`src/hdl/csv_tok_pkg.sv`:
```
// csv_tok_pkg: types and constants shared by the csv byte tokenizer
// parse states, token kinds, special byte codes and the result group struct
// no dependencies
package csv_tok_pkg;

  typedef enum logic [2:0] {
    PS_START,
    PS_EF,
    PS_EFBB,
    PS_FIELD,
    PS_QUOTE,
    PS_QEND,
    PS_CR
  } parse_state_t;

  typedef enum logic [2:0] {
    K_DATA,
    K_FEND,
    K_REND,
    K_EOI,
    K_QERR
  } kind_t;

  localparam logic [7:0] BYTE_BOM0  = 8'hEF;
  localparam logic [7:0] BYTE_BOM1  = 8'hBB;
  localparam logic [7:0] BYTE_BOM2  = 8'hBF;
  localparam logic [7:0] BYTE_CR    = 8'h0D;
  localparam logic [7:0] BYTE_LF    = 8'h0A;
  localparam logic [7:0] BYTE_QUOTE = 8'h22;
  localparam logic [7:0] BYTE_COMMA = 8'h2C;

  localparam int MAX_RESULTS = 3;

  // results caused by one input item; position fields are shared by all of them
  typedef struct packed {
    logic [1:0]                   cnt;
    logic [MAX_RESULTS-1:0][2:0]  kind;
    logic [MAX_RESULTS-1:0][7:0]  data;
    logic [7:0]                   field_index;
    logic                         in_header;
    logic [31:0]                  row;
    logic [31:0]                  col;
  } group_t;

endpackage

```
`src/hdl/csv_tok_if.sv`:
```
// csv_tok_in_if and csv_tok_out_if: valid/ready channels of the csv tokenizer
// input carries raw bytes, output carries tokens with position info
// no dependencies
interface csv_tok_in_if;
  logic       valid;
  logic       ready;
  logic [7:0] in_byte;
  logic       end_of_input;

  modport source (output valid, in_byte, end_of_input, input ready);
  modport sink (input valid, in_byte, end_of_input, output ready);
endinterface

interface csv_tok_out_if;
  logic        valid;
  logic        ready;
  logic [2:0]  kind;
  logic [7:0]  data_byte;
  logic [7:0]  field_index;
  logic        in_header;
  logic [31:0] error_row;
  logic [31:0] error_col;
  logic        last;

  modport source (output valid, kind, data_byte, field_index, in_header,
                  error_row, error_col, last, input ready);
  modport sink (input valid, kind, data_byte, field_index, in_header,
                error_row, error_col, last, output ready);
endinterface

```
`src/hdl/csv_tok_parse.sv`:
```
// csv_tok_parse: parser state registers and the single-step token decision
// builds the result group for one registered input item
// depends on csv_tok_pkg
module csv_tok_parse #(
  parameter int MAX_FIELDS = 256
) (
  input  logic                clk,
  input  logic                rst,
  input  logic                step,
  input  logic [7:0]          in_byte,
  input  logic                end_of_input,
  output csv_tok_pkg::group_t grp
);
  import csv_tok_pkg::*;

  localparam int         CapInt    = (MAX_FIELDS - 1 > 255) ? 255 : MAX_FIELDS - 1;
  localparam logic [7:0] FIELD_CAP = 8'(CapInt);

  parse_state_t ps, ps_next, st;
  logic         header_pending, header_pending_next;
  logic [7:0]   field_count, field_count_next;
  logic [31:0]  row_counter, row_counter_next;
  logic [31:0]  col_counter, col_counter_next;

  logic                        flush_en;
  logic [1:0]                  n;
  logic [MAX_RESULTS-1:0][2:0] kinds;
  logic [MAX_RESULTS-1:0][7:0] datas;

  always_ff @(posedge clk) begin
    if (rst) begin
      ps             <= PS_START;
      header_pending <= 1'b1;
      field_count    <= '0;
      row_counter    <= '0;
      col_counter    <= '0;
    end else if (step) begin
      ps             <= ps_next;
      header_pending <= header_pending_next;
      field_count    <= field_count_next;
      row_counter    <= row_counter_next;
      col_counter    <= col_counter_next;
    end
  end

  always_comb begin
    n                   = '0;
    kinds               = '0;
    datas               = '0;
    header_pending_next = header_pending;
    field_count_next    = field_count;
    row_counter_next    = row_counter;
    col_counter_next    = col_counter;

    // bom bytes and the lf of a cr lf pair do not release held bytes
    if (end_of_input) begin
      flush_en = 1'b1;
    end else if (in_byte == BYTE_LF) begin
      flush_en = (ps != PS_CR);
    end else if (in_byte == BYTE_CR || in_byte == BYTE_QUOTE || in_byte == BYTE_COMMA) begin
      flush_en = 1'b1;
    end else if (header_pending && in_byte == BYTE_BOM0 && ps == PS_START) begin
      flush_en = 1'b0;
    end else if (header_pending && in_byte == BYTE_BOM1 && ps == PS_EF) begin
      flush_en = 1'b0;
    end else if (header_pending && in_byte == BYTE_BOM2 && ps == PS_EFBB) begin
      flush_en = 1'b0;
    end else begin
      flush_en = 1'b1;
    end

    st = ps;
    if (flush_en) begin
      case (ps)
        PS_EF: begin
          kinds[n] = K_DATA;
          datas[n] = BYTE_BOM0;
          n        = n + 2'd1;
          st       = PS_FIELD;
        end
        PS_EFBB: begin
          kinds[n] = K_DATA;
          datas[n] = BYTE_BOM0;
          n        = n + 2'd1;
          kinds[n] = K_DATA;
          datas[n] = BYTE_BOM1;
          n        = n + 2'd1;
          st       = PS_FIELD;
        end
        PS_CR: begin
          kinds[n] = K_DATA;
          datas[n] = BYTE_CR;
          n        = n + 2'd1;
          st       = PS_FIELD;
        end
        default: ;
      endcase
    end

    if (end_of_input) begin
      if (st == PS_START) begin
        kinds[n] = K_EOI;
        n        = n + 2'd1;
      end else if (st == PS_QUOTE) begin
        kinds[n]         = K_QERR;
        n                = n + 2'd1;
        st               = PS_START;
        field_count_next = '0;
      end else begin
        kinds[n]            = K_REND;
        n                   = n + 2'd1;
        st                  = PS_START;
        field_count_next    = '0;
        header_pending_next = 1'b0;
      end
    end else if (in_byte == BYTE_LF) begin
      if (ps == PS_CR) begin
        st = PS_FIELD;
      end
      if (st == PS_QUOTE) begin
        kinds[n] = K_DATA;
        datas[n] = BYTE_LF;
        n        = n + 2'd1;
      end else begin
        kinds[n]            = K_REND;
        n                   = n + 2'd1;
        st                  = PS_START;
        field_count_next    = '0;
        header_pending_next = 1'b0;
      end
      row_counter_next = row_counter + 32'd1;
      col_counter_next = '0;
    end else begin
      if (in_byte == BYTE_CR) begin
        if (st == PS_QUOTE) begin
          kinds[n] = K_DATA;
          datas[n] = BYTE_CR;
          n        = n + 2'd1;
        end else begin
          st = PS_CR;
        end
      end else if (in_byte == BYTE_QUOTE) begin
        if (st == PS_QUOTE) begin
          st = PS_QEND;
        end else if (st == PS_QEND) begin
          kinds[n] = K_DATA;
          datas[n] = BYTE_QUOTE;
          n        = n + 2'd1;
          st       = PS_QUOTE;
        end else begin
          st = PS_QUOTE;
        end
      end else if (in_byte == BYTE_COMMA) begin
        if (st == PS_QUOTE) begin
          kinds[n] = K_DATA;
          datas[n] = BYTE_COMMA;
          n        = n + 2'd1;
        end else begin
          kinds[n] = K_FEND;
          n        = n + 2'd1;
          if (field_count < FIELD_CAP) begin
            field_count_next = field_count + 8'd1;
          end
          st = PS_FIELD;
        end
      end else if (!flush_en) begin
        // byte order mark progress
        case (ps)
          PS_START: st = PS_EF;
          PS_EF:    st = PS_EFBB;
          default:  st = PS_FIELD;
        endcase
      end else begin
        kinds[n] = K_DATA;
        datas[n] = in_byte;
        n        = n + 2'd1;
        if (st != PS_QUOTE) begin
          st = PS_FIELD;
        end
      end
      col_counter_next = col_counter + 32'd1;
    end

    ps_next = st;
  end

  assign grp.cnt         = n;
  assign grp.kind        = kinds;
  assign grp.data        = datas;
  assign grp.field_index = field_count;
  assign grp.in_header   = header_pending;
  assign grp.row         = row_counter;
  assign grp.col         = col_counter;

endmodule

```
`src/hdl/csv_tok_emit.sv`:
```
// csv_tok_emit: result group register and output serializer
// hands the results of one item out one transfer at a time
// depends on csv_tok_pkg and csv_tok_out_if
module csv_tok_emit (
  input  logic                clk,
  input  logic                rst,
  input  logic                load,
  input  csv_tok_pkg::group_t grp_in,
  output logic                free,
  csv_tok_out_if.source       tokens
);
  import csv_tok_pkg::*;

  group_t     grp;
  logic [1:0] cnt;
  logic [1:0] pos;
  logic       is_last;
  logic       xfer;

  assign is_last = (pos == cnt - 2'd1);
  assign xfer    = tokens.valid && tokens.ready;
  assign free    = (cnt == 2'd0) || (xfer && is_last);

  always_ff @(posedge clk) begin
    if (rst) begin
      cnt <= '0;
      pos <= '0;
    end else if (load) begin
      cnt <= grp_in.cnt;
      pos <= '0;
    end else if (xfer) begin
      if (is_last) begin
        cnt <= '0;
        pos <= '0;
      end else begin
        pos <= pos + 2'd1;
      end
    end
  end

  always_ff @(posedge clk) begin
    if (load) begin
      grp <= grp_in;
    end
  end

  assign tokens.valid       = (cnt != 2'd0);
  assign tokens.kind        = grp.kind[pos];
  assign tokens.data_byte   = grp.data[pos];
  assign tokens.field_index = grp.field_index;
  assign tokens.in_header   = grp.in_header;
  assign tokens.error_row   = grp.row;
  assign tokens.error_col   = grp.col;
  assign tokens.last        = is_last;

endmodule

```
`src/hdl/csv_byte_tokenizer.sv`:
```
// csv_byte_tokenizer: streaming csv tokenizer, one byte or end marker per input transfer
// depends on csv_tok_pkg, csv_tok_if, csv_tok_parse and csv_tok_emit
//
// Splits a byte stream into data bytes, field ends and record ends (comma, LF, CR LF,
// double-quote quoting with doubled quotes, header byte order mark stripped) and reports
// end of input or an unterminated quote, each token carrying row and column counters.
// An input byte is registered, decided combinationally and its results (zero to three)
// land in a result register; while the output does not stall and every item yields at
// most one token, a new byte is taken every cycle. An item that yields more tokens holds
// the input back until its last token is taken, as the result register hands out one token
// per transfer; a token is offered once its byte has gone through both registers.
module csv_byte_tokenizer #(
  parameter int MAX_FIELDS = 256
) (
  input logic          clk,
  input logic          rst,
  csv_tok_in_if.sink   stream,
  csv_tok_out_if.source tokens
);
  import csv_tok_pkg::*;

  logic       in_valid;
  logic [7:0] in_byte;
  logic       in_eoi;
  logic       step;
  logic       free;
  group_t     grp;

  assign step         = in_valid && free;
  assign stream.ready = !in_valid || step;

  always_ff @(posedge clk) begin
    if (rst) begin
      in_valid <= 1'b0;
    end else if (stream.ready) begin
      in_valid <= stream.valid;
    end
  end

  always_ff @(posedge clk) begin
    if (stream.ready && stream.valid) begin
      in_byte <= stream.in_byte;
      in_eoi  <= stream.end_of_input;
    end
  end

  csv_tok_parse #(
    .MAX_FIELDS(MAX_FIELDS)
  ) u_parse (
    .clk          (clk),
    .rst          (rst),
    .step         (step),
    .in_byte      (in_byte),
    .end_of_input (in_eoi),
    .grp          (grp)
  );

  csv_tok_emit u_emit (
    .clk    (clk),
    .rst    (rst),
    .load   (step),
    .grp_in (grp),
    .free   (free),
    .tokens (tokens)
  );

endmodule

```
`src/flat_wrapper.sv`:
```
// flat-port wrapper written by rule: the top's interface ports become plain ports
module csv_byte_tokenizer_flat import csv_tok_pkg::*;
#(
  parameter int MAX_FIELDS = 256
)
  (clk, rst, stream_valid, stream_in_byte, stream_end_of_input, stream_ready, tokens_valid, tokens_kind, tokens_data_byte, tokens_field_index, tokens_in_header, tokens_error_row, tokens_error_col, tokens_last, tokens_ready);
  csv_tok_in_if stream_i ();
  csv_tok_out_if tokens_i ();
  input logic clk;
  input logic rst;
  input wire logic [$bits(stream_i.valid)-1:0] stream_valid;
  input wire logic [$bits(stream_i.in_byte)-1:0] stream_in_byte;
  input wire logic [$bits(stream_i.end_of_input)-1:0] stream_end_of_input;
  output wire logic [$bits(stream_i.ready)-1:0] stream_ready;
  output wire logic [$bits(tokens_i.valid)-1:0] tokens_valid;
  output wire logic [$bits(tokens_i.kind)-1:0] tokens_kind;
  output wire logic [$bits(tokens_i.data_byte)-1:0] tokens_data_byte;
  output wire logic [$bits(tokens_i.field_index)-1:0] tokens_field_index;
  output wire logic [$bits(tokens_i.in_header)-1:0] tokens_in_header;
  output wire logic [$bits(tokens_i.error_row)-1:0] tokens_error_row;
  output wire logic [$bits(tokens_i.error_col)-1:0] tokens_error_col;
  output wire logic [$bits(tokens_i.last)-1:0] tokens_last;
  input wire logic [$bits(tokens_i.ready)-1:0] tokens_ready;
  assign stream_i.valid = stream_valid;
  assign stream_i.in_byte = stream_in_byte;
  assign stream_i.end_of_input = stream_end_of_input;
  assign stream_ready = stream_i.ready;
  assign tokens_valid = tokens_i.valid;
  assign tokens_kind = tokens_i.kind;
  assign tokens_data_byte = tokens_i.data_byte;
  assign tokens_field_index = tokens_i.field_index;
  assign tokens_in_header = tokens_i.in_header;
  assign tokens_error_row = tokens_i.error_row;
  assign tokens_error_col = tokens_i.error_col;
  assign tokens_last = tokens_i.last;
  assign tokens_i.ready = tokens_ready;
  csv_byte_tokenizer #(.MAX_FIELDS(MAX_FIELDS)) u_core (.clk(clk), .rst(rst), .stream(stream_i), .tokens(tokens_i));
endmodule
```
`config.mk`:
```
export PLATFORM = sky130hd
export DESIGN_NAME = csv_byte_tokenizer_flat
export DESIGN_NICKNAME = d
export VERILOG_FILES = /design/src/hdl/csv_tok_pkg.sv /design/src/hdl/csv_tok_if.sv /design/src/hdl/csv_tok_parse.sv /design/src/hdl/csv_tok_emit.sv /design/src/hdl/csv_byte_tokenizer.sv /design/src/flat_wrapper.sv
export SDC_FILE = /design/constraint.sdc
export NUM_CORES = 1
export LEC_CHECK = 0
export ABC_AREA = 1
export BUFFER_PORTS_ARGS = -buffer_cell sky130_fd_sc_hd__buf_2
export CORE_MARGIN = 3
export CORE_UTILIZATION = 64
export CTS_CLUSTER_SIZE = 25
export DETAILED_ROUTE_END_ITERATION = 12
export PLACE_DENSITY_LB_ADDON = 0.2
export SYNTH_ARGS = -nofsm -noshare
export SYNTH_HDL_FRONTEND = slang
export SYNTH_SLANG_ARGS = --single-unit
```
`constraint.sdc`:
```
create_clock -name clk -period 6.4 [get_ports clk]
set_input_delay 0.96 -clock clk [delete_from_list [all_inputs] [get_ports clk]]
set_output_delay 0.96 -clock clk [all_outputs]
set_load 0.05 [all_outputs]
```
Word-level counts from Yosys, hierarchy flattened
Cells that the tools add are included.
{ "totals": {"reg_bits": 196, "latch_bits": 0, "ram_bits": 0, "mem_bits_ro": 0, "input_bits": 13, "out_inout_bits": 87, "word_cells": 186, "memories": 0} }
{ "classes": {"add_sub_neg": 6, "multipliers": 0, "div": 0, "magnitude_cmp": 4, "eq_ne": 23, "n_shift": 0, "muxes": 86, "bitwise_logic": 13, "n_reduce_logical": 34} }
{ "ops": {"columns": ["cell", "count"], "rows": [
  ["$mux 24", 10],
  ["$mux 8", 13],
  ["$add 32x1->32 const B", 2],
  ["$mux 9", 7],
  ["$mux 3", 18],
  ["$and 12x18->18", 2],
  ["$not 18->18", 2],
  ["$mux 16", 2],
  ["$mux 32", 1],
  ["$and 10x15->15", 2],
  ["$not 15->15", 2],
  ["$mux 2", 14],
  ["$bwmux 24", 1],
  ["$eq 8x8->1 const B", 3],
  ["$or 6x9->9", 2],
  ["$bmux 8 s2", 1],
  ["$demux 8 s2", 1],
  ["$eq 8x4->1 const B", 2],
  ["$eq 8x6->1 const B", 2],
  ["$pmux 8 s2", 1],
  ["$eq 3x3->1 const B", 4],
  ["$mux 1", 12],
  ["$ne 3x2->1 const B", 4],
  ["$or 4x6->6", 2],
  ["30 further kinds", 56]
]} }

Depth between registers and ports, before layout
{ "depth": {"ltp_word": 22, "depth_mapped": 19, "mapped_depth_nobuf": 19} }

Hierarchy
From an unflattened synthesis, not the netlist that was laid out.
{ "unflattened": {"hier_cells": 1241, "area_unflattened_um2": 10311.1} }
{ "modules_own_cells": {"columns": ["module", "n_inst", "cells_each", "area_each_um2", "seq_area_each_um2"], "rows": [
  ["csv_tok_parse", 1, 957, 5783.0, 1521.5],
  ["csv_tok_emit", 1, 267, 4202.8, 3263.1],
  ["csv_byte_tokenizer", 1, 17, 325.3, 290.3]
]} }

Worst setup path before layout
OpenSTA, ideal clock, no wires.
{ "synth_path": {"path_type": "reg2reg", "startpoint": "register u_core.u_emit.cnt[0]", "endpoint": "register u_core.u_parse.row_counter[5]", "t_arrival_ns": 2.908, "required_time_ns": 6.287, "setup_slack_ns": 3.379, "path_stages_with_launch": 16, "path_cell_list": "dfxtp_1 > inv_1 > ha_1 > xnor2_1 > a21oi_2 > nand2_2 > nand2_2 > nand2_4 > inv_4 > nand2_4 > clkinv_2 > nand2_1 > nor2_2 > nand2_1 > nand2_1 > nor2_1"} }
{ "synth_between": {"elab_chain_cells": 6, "word_cells_on_any_way": 9} }
{ "synth_rtl": {"columns": ["element", "line_no", "source"], "rows": [
  ["from (decl)", "csv_tok_emit.sv:15", "logic [1:0] cnt;"],
  ["from (signal assigned)", "csv_tok_emit.sv:29", "cnt <= grp_in.cnt;"],
  ["$sub 2x1->2", "csv_tok_emit.sv:20", "assign is_last = (pos == cnt - 2'd1);"],
  ["$eq 2x2->1", "csv_tok_emit.sv:20", null],
  ["net tokens_last", "flat_wrapper.sv:22", "output wire logic [$bits(tokens_i.last)-1:0] tokens_last;"],
  ["$logic_and 1x1->1", "csv_tok_emit.sv:22", "assign free = (cnt == 2'd0) || (xfer && is_last);"],
  ["$logic_or 1x1->1", "csv_tok_emit.sv:22", null],
  ["$logic_and 1x1->1", "csv_byte_tokenizer.sv:29", "assign step = in_valid && free;"],
  ["net u_core.step", "csv_byte_tokenizer.sv:25", "logic step;"],
  ["$reduce_and 3->1 (no line)", null, null],
  ["to (signal assigned)", "csv_tok_parse.sv:41", "row_counter <= row_counter_next;"],
  ["to (decl)", "csv_tok_parse.sv:22", "logic [31:0] row_counter, row_counter_next;"]
]} }
The timed path passes the listed nets, and every way through them passes these cells.
A chain may end at the register's enable or synchronous reset.

Worst setup path after layout
{ "layout_path": {"startpoint": "register u_core.in_eoi", "endpoint": "register u_core.u_emit.grp[92] (netlist bit) (data pin)"} }
{ "layout_between": {"elab_chain_cells": 13, "word_cells_on_any_way": 30} }
{ "layout_rtl": {"columns": ["element", "line_no", "source"], "rows": [
  ["from (decl)", "csv_byte_tokenizer.sv:24", "logic in_eoi;"],
  ["from (signal assigned)", "csv_byte_tokenizer.sv:43", "in_eoi <= stream.end_of_input;"],
  ["$mux 1", "csv_tok_parse.sv:56", "if (end_of_input) begin"],
  ["$mux 2", "csv_tok_parse.sv:73", "if (flush_en) begin"],
  ["$lt 2x3->1 (implied by the code) or $ge 2x1->1 (tied branches)", null, null],
  ["$logic_and 1x1->1 (implied by the code)", null, null],
  ["$mux 8 (implied by the code)", null, null],
  ["$demux 8 s2", null, null],
  ["$not 18->18 (no line)", null, null],
  ["$and 12x18->18 (no line)", null, null],
  ["$mux 24", "csv_tok_parse.sv:145", "end else if (st == PS_QEND) begin"],
  ["$mux 24", "csv_tok_parse.sv:143", "if (st == PS_QUOTE) begin"],
  ["$mux 24", "csv_tok_parse.sv:142", "end else if (in_byte == BYTE_QUOTE) begin"],
  ["$mux 24", "csv_tok_parse.sv:134", "if (in_byte == BYTE_CR) begin"],
  ["$mux 24", "csv_tok_parse.sv:116", "end else if (in_byte == BYTE_LF) begin"],
  ["to (signal assigned)", "csv_tok_emit.sv:43", "grp <= grp_in;"],
  ["to (decl)", "csv_tok_emit.sv:14", "group_t grp;"]
]} }
Several ways; a longest one is shown, not always the timed one. The select of a mux whose other input is x is not followed.

==> impl_metrics.yaml <==
outcome:
  outcome: "completed"
job:
  cap_violations: 0
route:
  dr_wl_met3_um: 2650
  wl_um: 25400
  drt_pass1_iterations: 5
  num_vias: 8549
  drt_iter0_markers: 1044
  routed.top_layer: "met4"
  met1_length_um: 11400
  ant_nets: 0
  wl_met2_um: 10800
  drc_errors: 0
  wl_per_cell_um: 17.0
  vias_per_cell: 5.73
die:
  initial_utilization: 0.668
  core-area_um2: 15500
  rows: 45
  ios: 100
  die_y_um: 133
  die_area_um2: 17800
  die_x_um: 133
worst_setup_path:
  cp-endpoint: "u_core.u_emit.grp[92]"
  ff2ff_path_depth: 13
  required_ps: 6690
  end_kind: "flip-flop"
  crit-reg2reg-launch: "u_core.in_eoi"
  critPathArrivalTime_ps: 3940
  crit_fanout: 20
  reg2reg_slack_ps: 2760
  crit_path_start: "u_core.in_eoi"
  startpoint_type: "flip-flop"
  r2r_end: "u_core.u_emit.grp[92]"
  criticalPathCategory: "reg -> reg"
clocking:
  h-tree-depth: 4
  cts_sinks: 196
  numCtsBuffers: 17
  cts_tree: "yes"
  root_buffer: "clkbuf_16"
  ctsResizeCount: 0
  path_clk_slew_ps: 80
  cts_buffer_depth: 2
  clk_latency_ps: 440
  cts.hold.buffers_added: 0
  post_cts_buffers: 0
logic_synthesis:
  synth_area_leaders: "edfxtp_1 (33%), dfxtp_1 (16%), nand2_1 (11%), buf_4 (5.8%), nor2_1 (4.3%)"
  yosys_warnings: 0
  synth.avg_cell_area_um2: 8.23
  async_reset_ff_frac: 0
  synth.cell_area_um2: 10400
  synth.most_common_cell: "nand2_1"
  synth_common_cells: "nand2_1 (310), nor2_1 (119), edfxtp_1 (115)"
  netlist.area_leader.share: 0.333
  synth_cell_types: 44
  synth-edff-count: 115
  synth-seq-cells: 196
  synth_nets: 1282
  synthCells: 1262
  yosys_most_used_dff: "edfxtp_1"
  seq_area_frac_synth: 0.489
  synth.largest_area_cell: "edfxtp_1"
pwr:
  intPower_w: 0.00203
  seqPwrFrac: 0.495
  p_sw_frac: 0.292
  ir_drop_mv: 0.206
  leakage_nw: 4.34
  power_density_nw_per_um2: 259
  p_comb_frac: 0.124
  finalPower_w: 0.00286
  p_clk_frac: 0.381
  p_switching_w: 0.000834
timing:
  fmax_ghz: 0.274
  drv_slew: 0
  setup_ws_ps: 2760
  fin_crit_sh: 0.570
  hold_viol: 0
  setup_viol: 0
  worst_pin_slew_ps: 1100
  setup_tns_ps: 0
  skew_ps: 14.2
  max-slew-margin-rel: 0.270
  rsz0062_at_grt: "no"
  min_period_ps: 3640
place:
  dp_slack_ps: 2940
  place_area_um2: 10400
  dp_hpwl_um: 17700
  port_buffers: 99
  place.gp.congestion: 1.01
global_route:
  grt_max_degree: 89
  grt_util_all_layers: 0.286
  grt_pass1_vias: 7827
  overflow: 0
  grt_antenna_before_repair: 0
  grt_pass1_wl_um: 40800
cells_and_area:
  final_layout_size_suffix_gt1_frac: 0.143
  fin_area_um2: 11000
  areaGrowthSynthToFinish_pct: 6.16
  fin_util: 0.709
  nNetsFinal: 1289
  antenna_cells: 0
min_path:
  min_path_type: "reg -> reg"
  holdCritStartpoint: "u_core.u_parse.header_pending"
[stage by stage]
| step | hold slack, ps | std cells |
|---|---|---|
| 5_1_grt | 481 | 1493 |
| 2_1_floorplan | 408 | 1262 |
| 6_report | 466 | 1493 |
| 3_3_place_gp | 443 | 1461 |
| 3_5_place_dp | 457 | 1461 |
| 4_1_cts | 469 | 1493 |
[layer usage]
| layer | up-vias | track usage |
|---|---|---|
| li1 | 4175 | - |
| met1 | 3912 | 0.423 |
| met2 | 419 | 0.410 |
| met3 | 43 | 0.0872 |
| met4 | 0 | 0.0800 |
| met5 | - | 0 |
[registers in the layout, summed over array words and instances, names as in the netlist]
name / count
u_core.in_byte: 8
u_core.in_eoi: 1
u_core.in_valid: 1
u_core.u_emit.cnt: 2
u_core.u_emit.grp: 33
u_core.u_emit.pos: 2
u_core.u_emit.tokens.error_col: 32
u_core.u_emit.tokens.error_row: 32
u_core.u_emit.tokens.field_index: 8
u_core.u_emit.tokens.in_header: 1
u_core.u_parse.col_counter: 32
u_core.u_parse.field_count: 8
u_core.u_parse.header_pending: 1
u_core.u_parse.ps: 3
u_core.u_parse.row_counter: 32
[cell families after synthesis]
group | synth area share
xor gates and xnor gates | 0.0287
and+or+nand+nor | 0.279
AOI/OAI and AO/OA | 0.0816
adders and majority gates | 0.00844
buffers and inverters | 0.113
DFF | 0.489
[critical path: stages, from the launching register on]
cell      delay, ps
edfxtp_1        970
inv_1           470
nand2_4         390
nand2_4         170
inv_1           160
ha_1            340
inv_1           200
nor2_2          210
nor2_1           70
nor2_1          110
inv_1            50
o21ai_1         150
nand2_1          70
nand2_1         120
[how the worst min path moves through the flow]
stage                                           to  slack [ps]  depth (start not counted)
floorplan           u_core.u_emit.tokens.in_header         410                          0
global placement              u_core.u_emit.cnt[1]         440                          2
detailed placement            u_core.u_emit.cnt[1]         460                          2
CTS                           u_core.u_emit.cnt[1]         470                          2
global route                  u_core.u_emit.cnt[1]         480                          2
finish              u_core.u_emit.tokens.in_header         470                          0
[final cells by class]
| type | instances | area [um^2] |
|---|---|---|
| multi-input combinational | 839 | 4130 |
| clock buffer | 17 | 425 |
| sequential | 196 | 5070 |
| tap | 211 | 264 |
| clock inverter | 15 | 185 |
| inverter | 114 | 432 |
| fill | 1277 | 4520 |
| timing repair buffer | 101 | 510 |
[power groups by stage]
stage / Clock [W] / Combinational [W] / Sequential, W
floorplan: 0 / 0.000300 / 0.00143
global placement: 0 / 0.000349 / 0.00144
detailed placement: 0 / 0.000350 / 0.00144
CTS: 0.00110 / 0.000351 / 0.00142
global route: 0.00116 / 0.000379 / 0.00142
finish: 0.00109 / 0.000355 / 0.00142
[cell usage in the layout (no fill, tap or decap), drive strengths merged, types with 2 or more instances in the layout]
cell      n
nand4    43
buf     101
and3      2
nor4     18
xnor2    13
clkinv    8
o22ai     2
ha        7
o211ai    2
clkbuf   17
nor3b     5
edfxtp  115
o31ai    11
nor3     47
nand3    71
inv     119
a21o      6
nand2   322
nor2    128
or2       5
o21ai    46
dfxtp    81
xor2     21
a21oi    81
nand3b    2
a31oi     4
No activity file was read; power rests on OpenSTA's default activity.
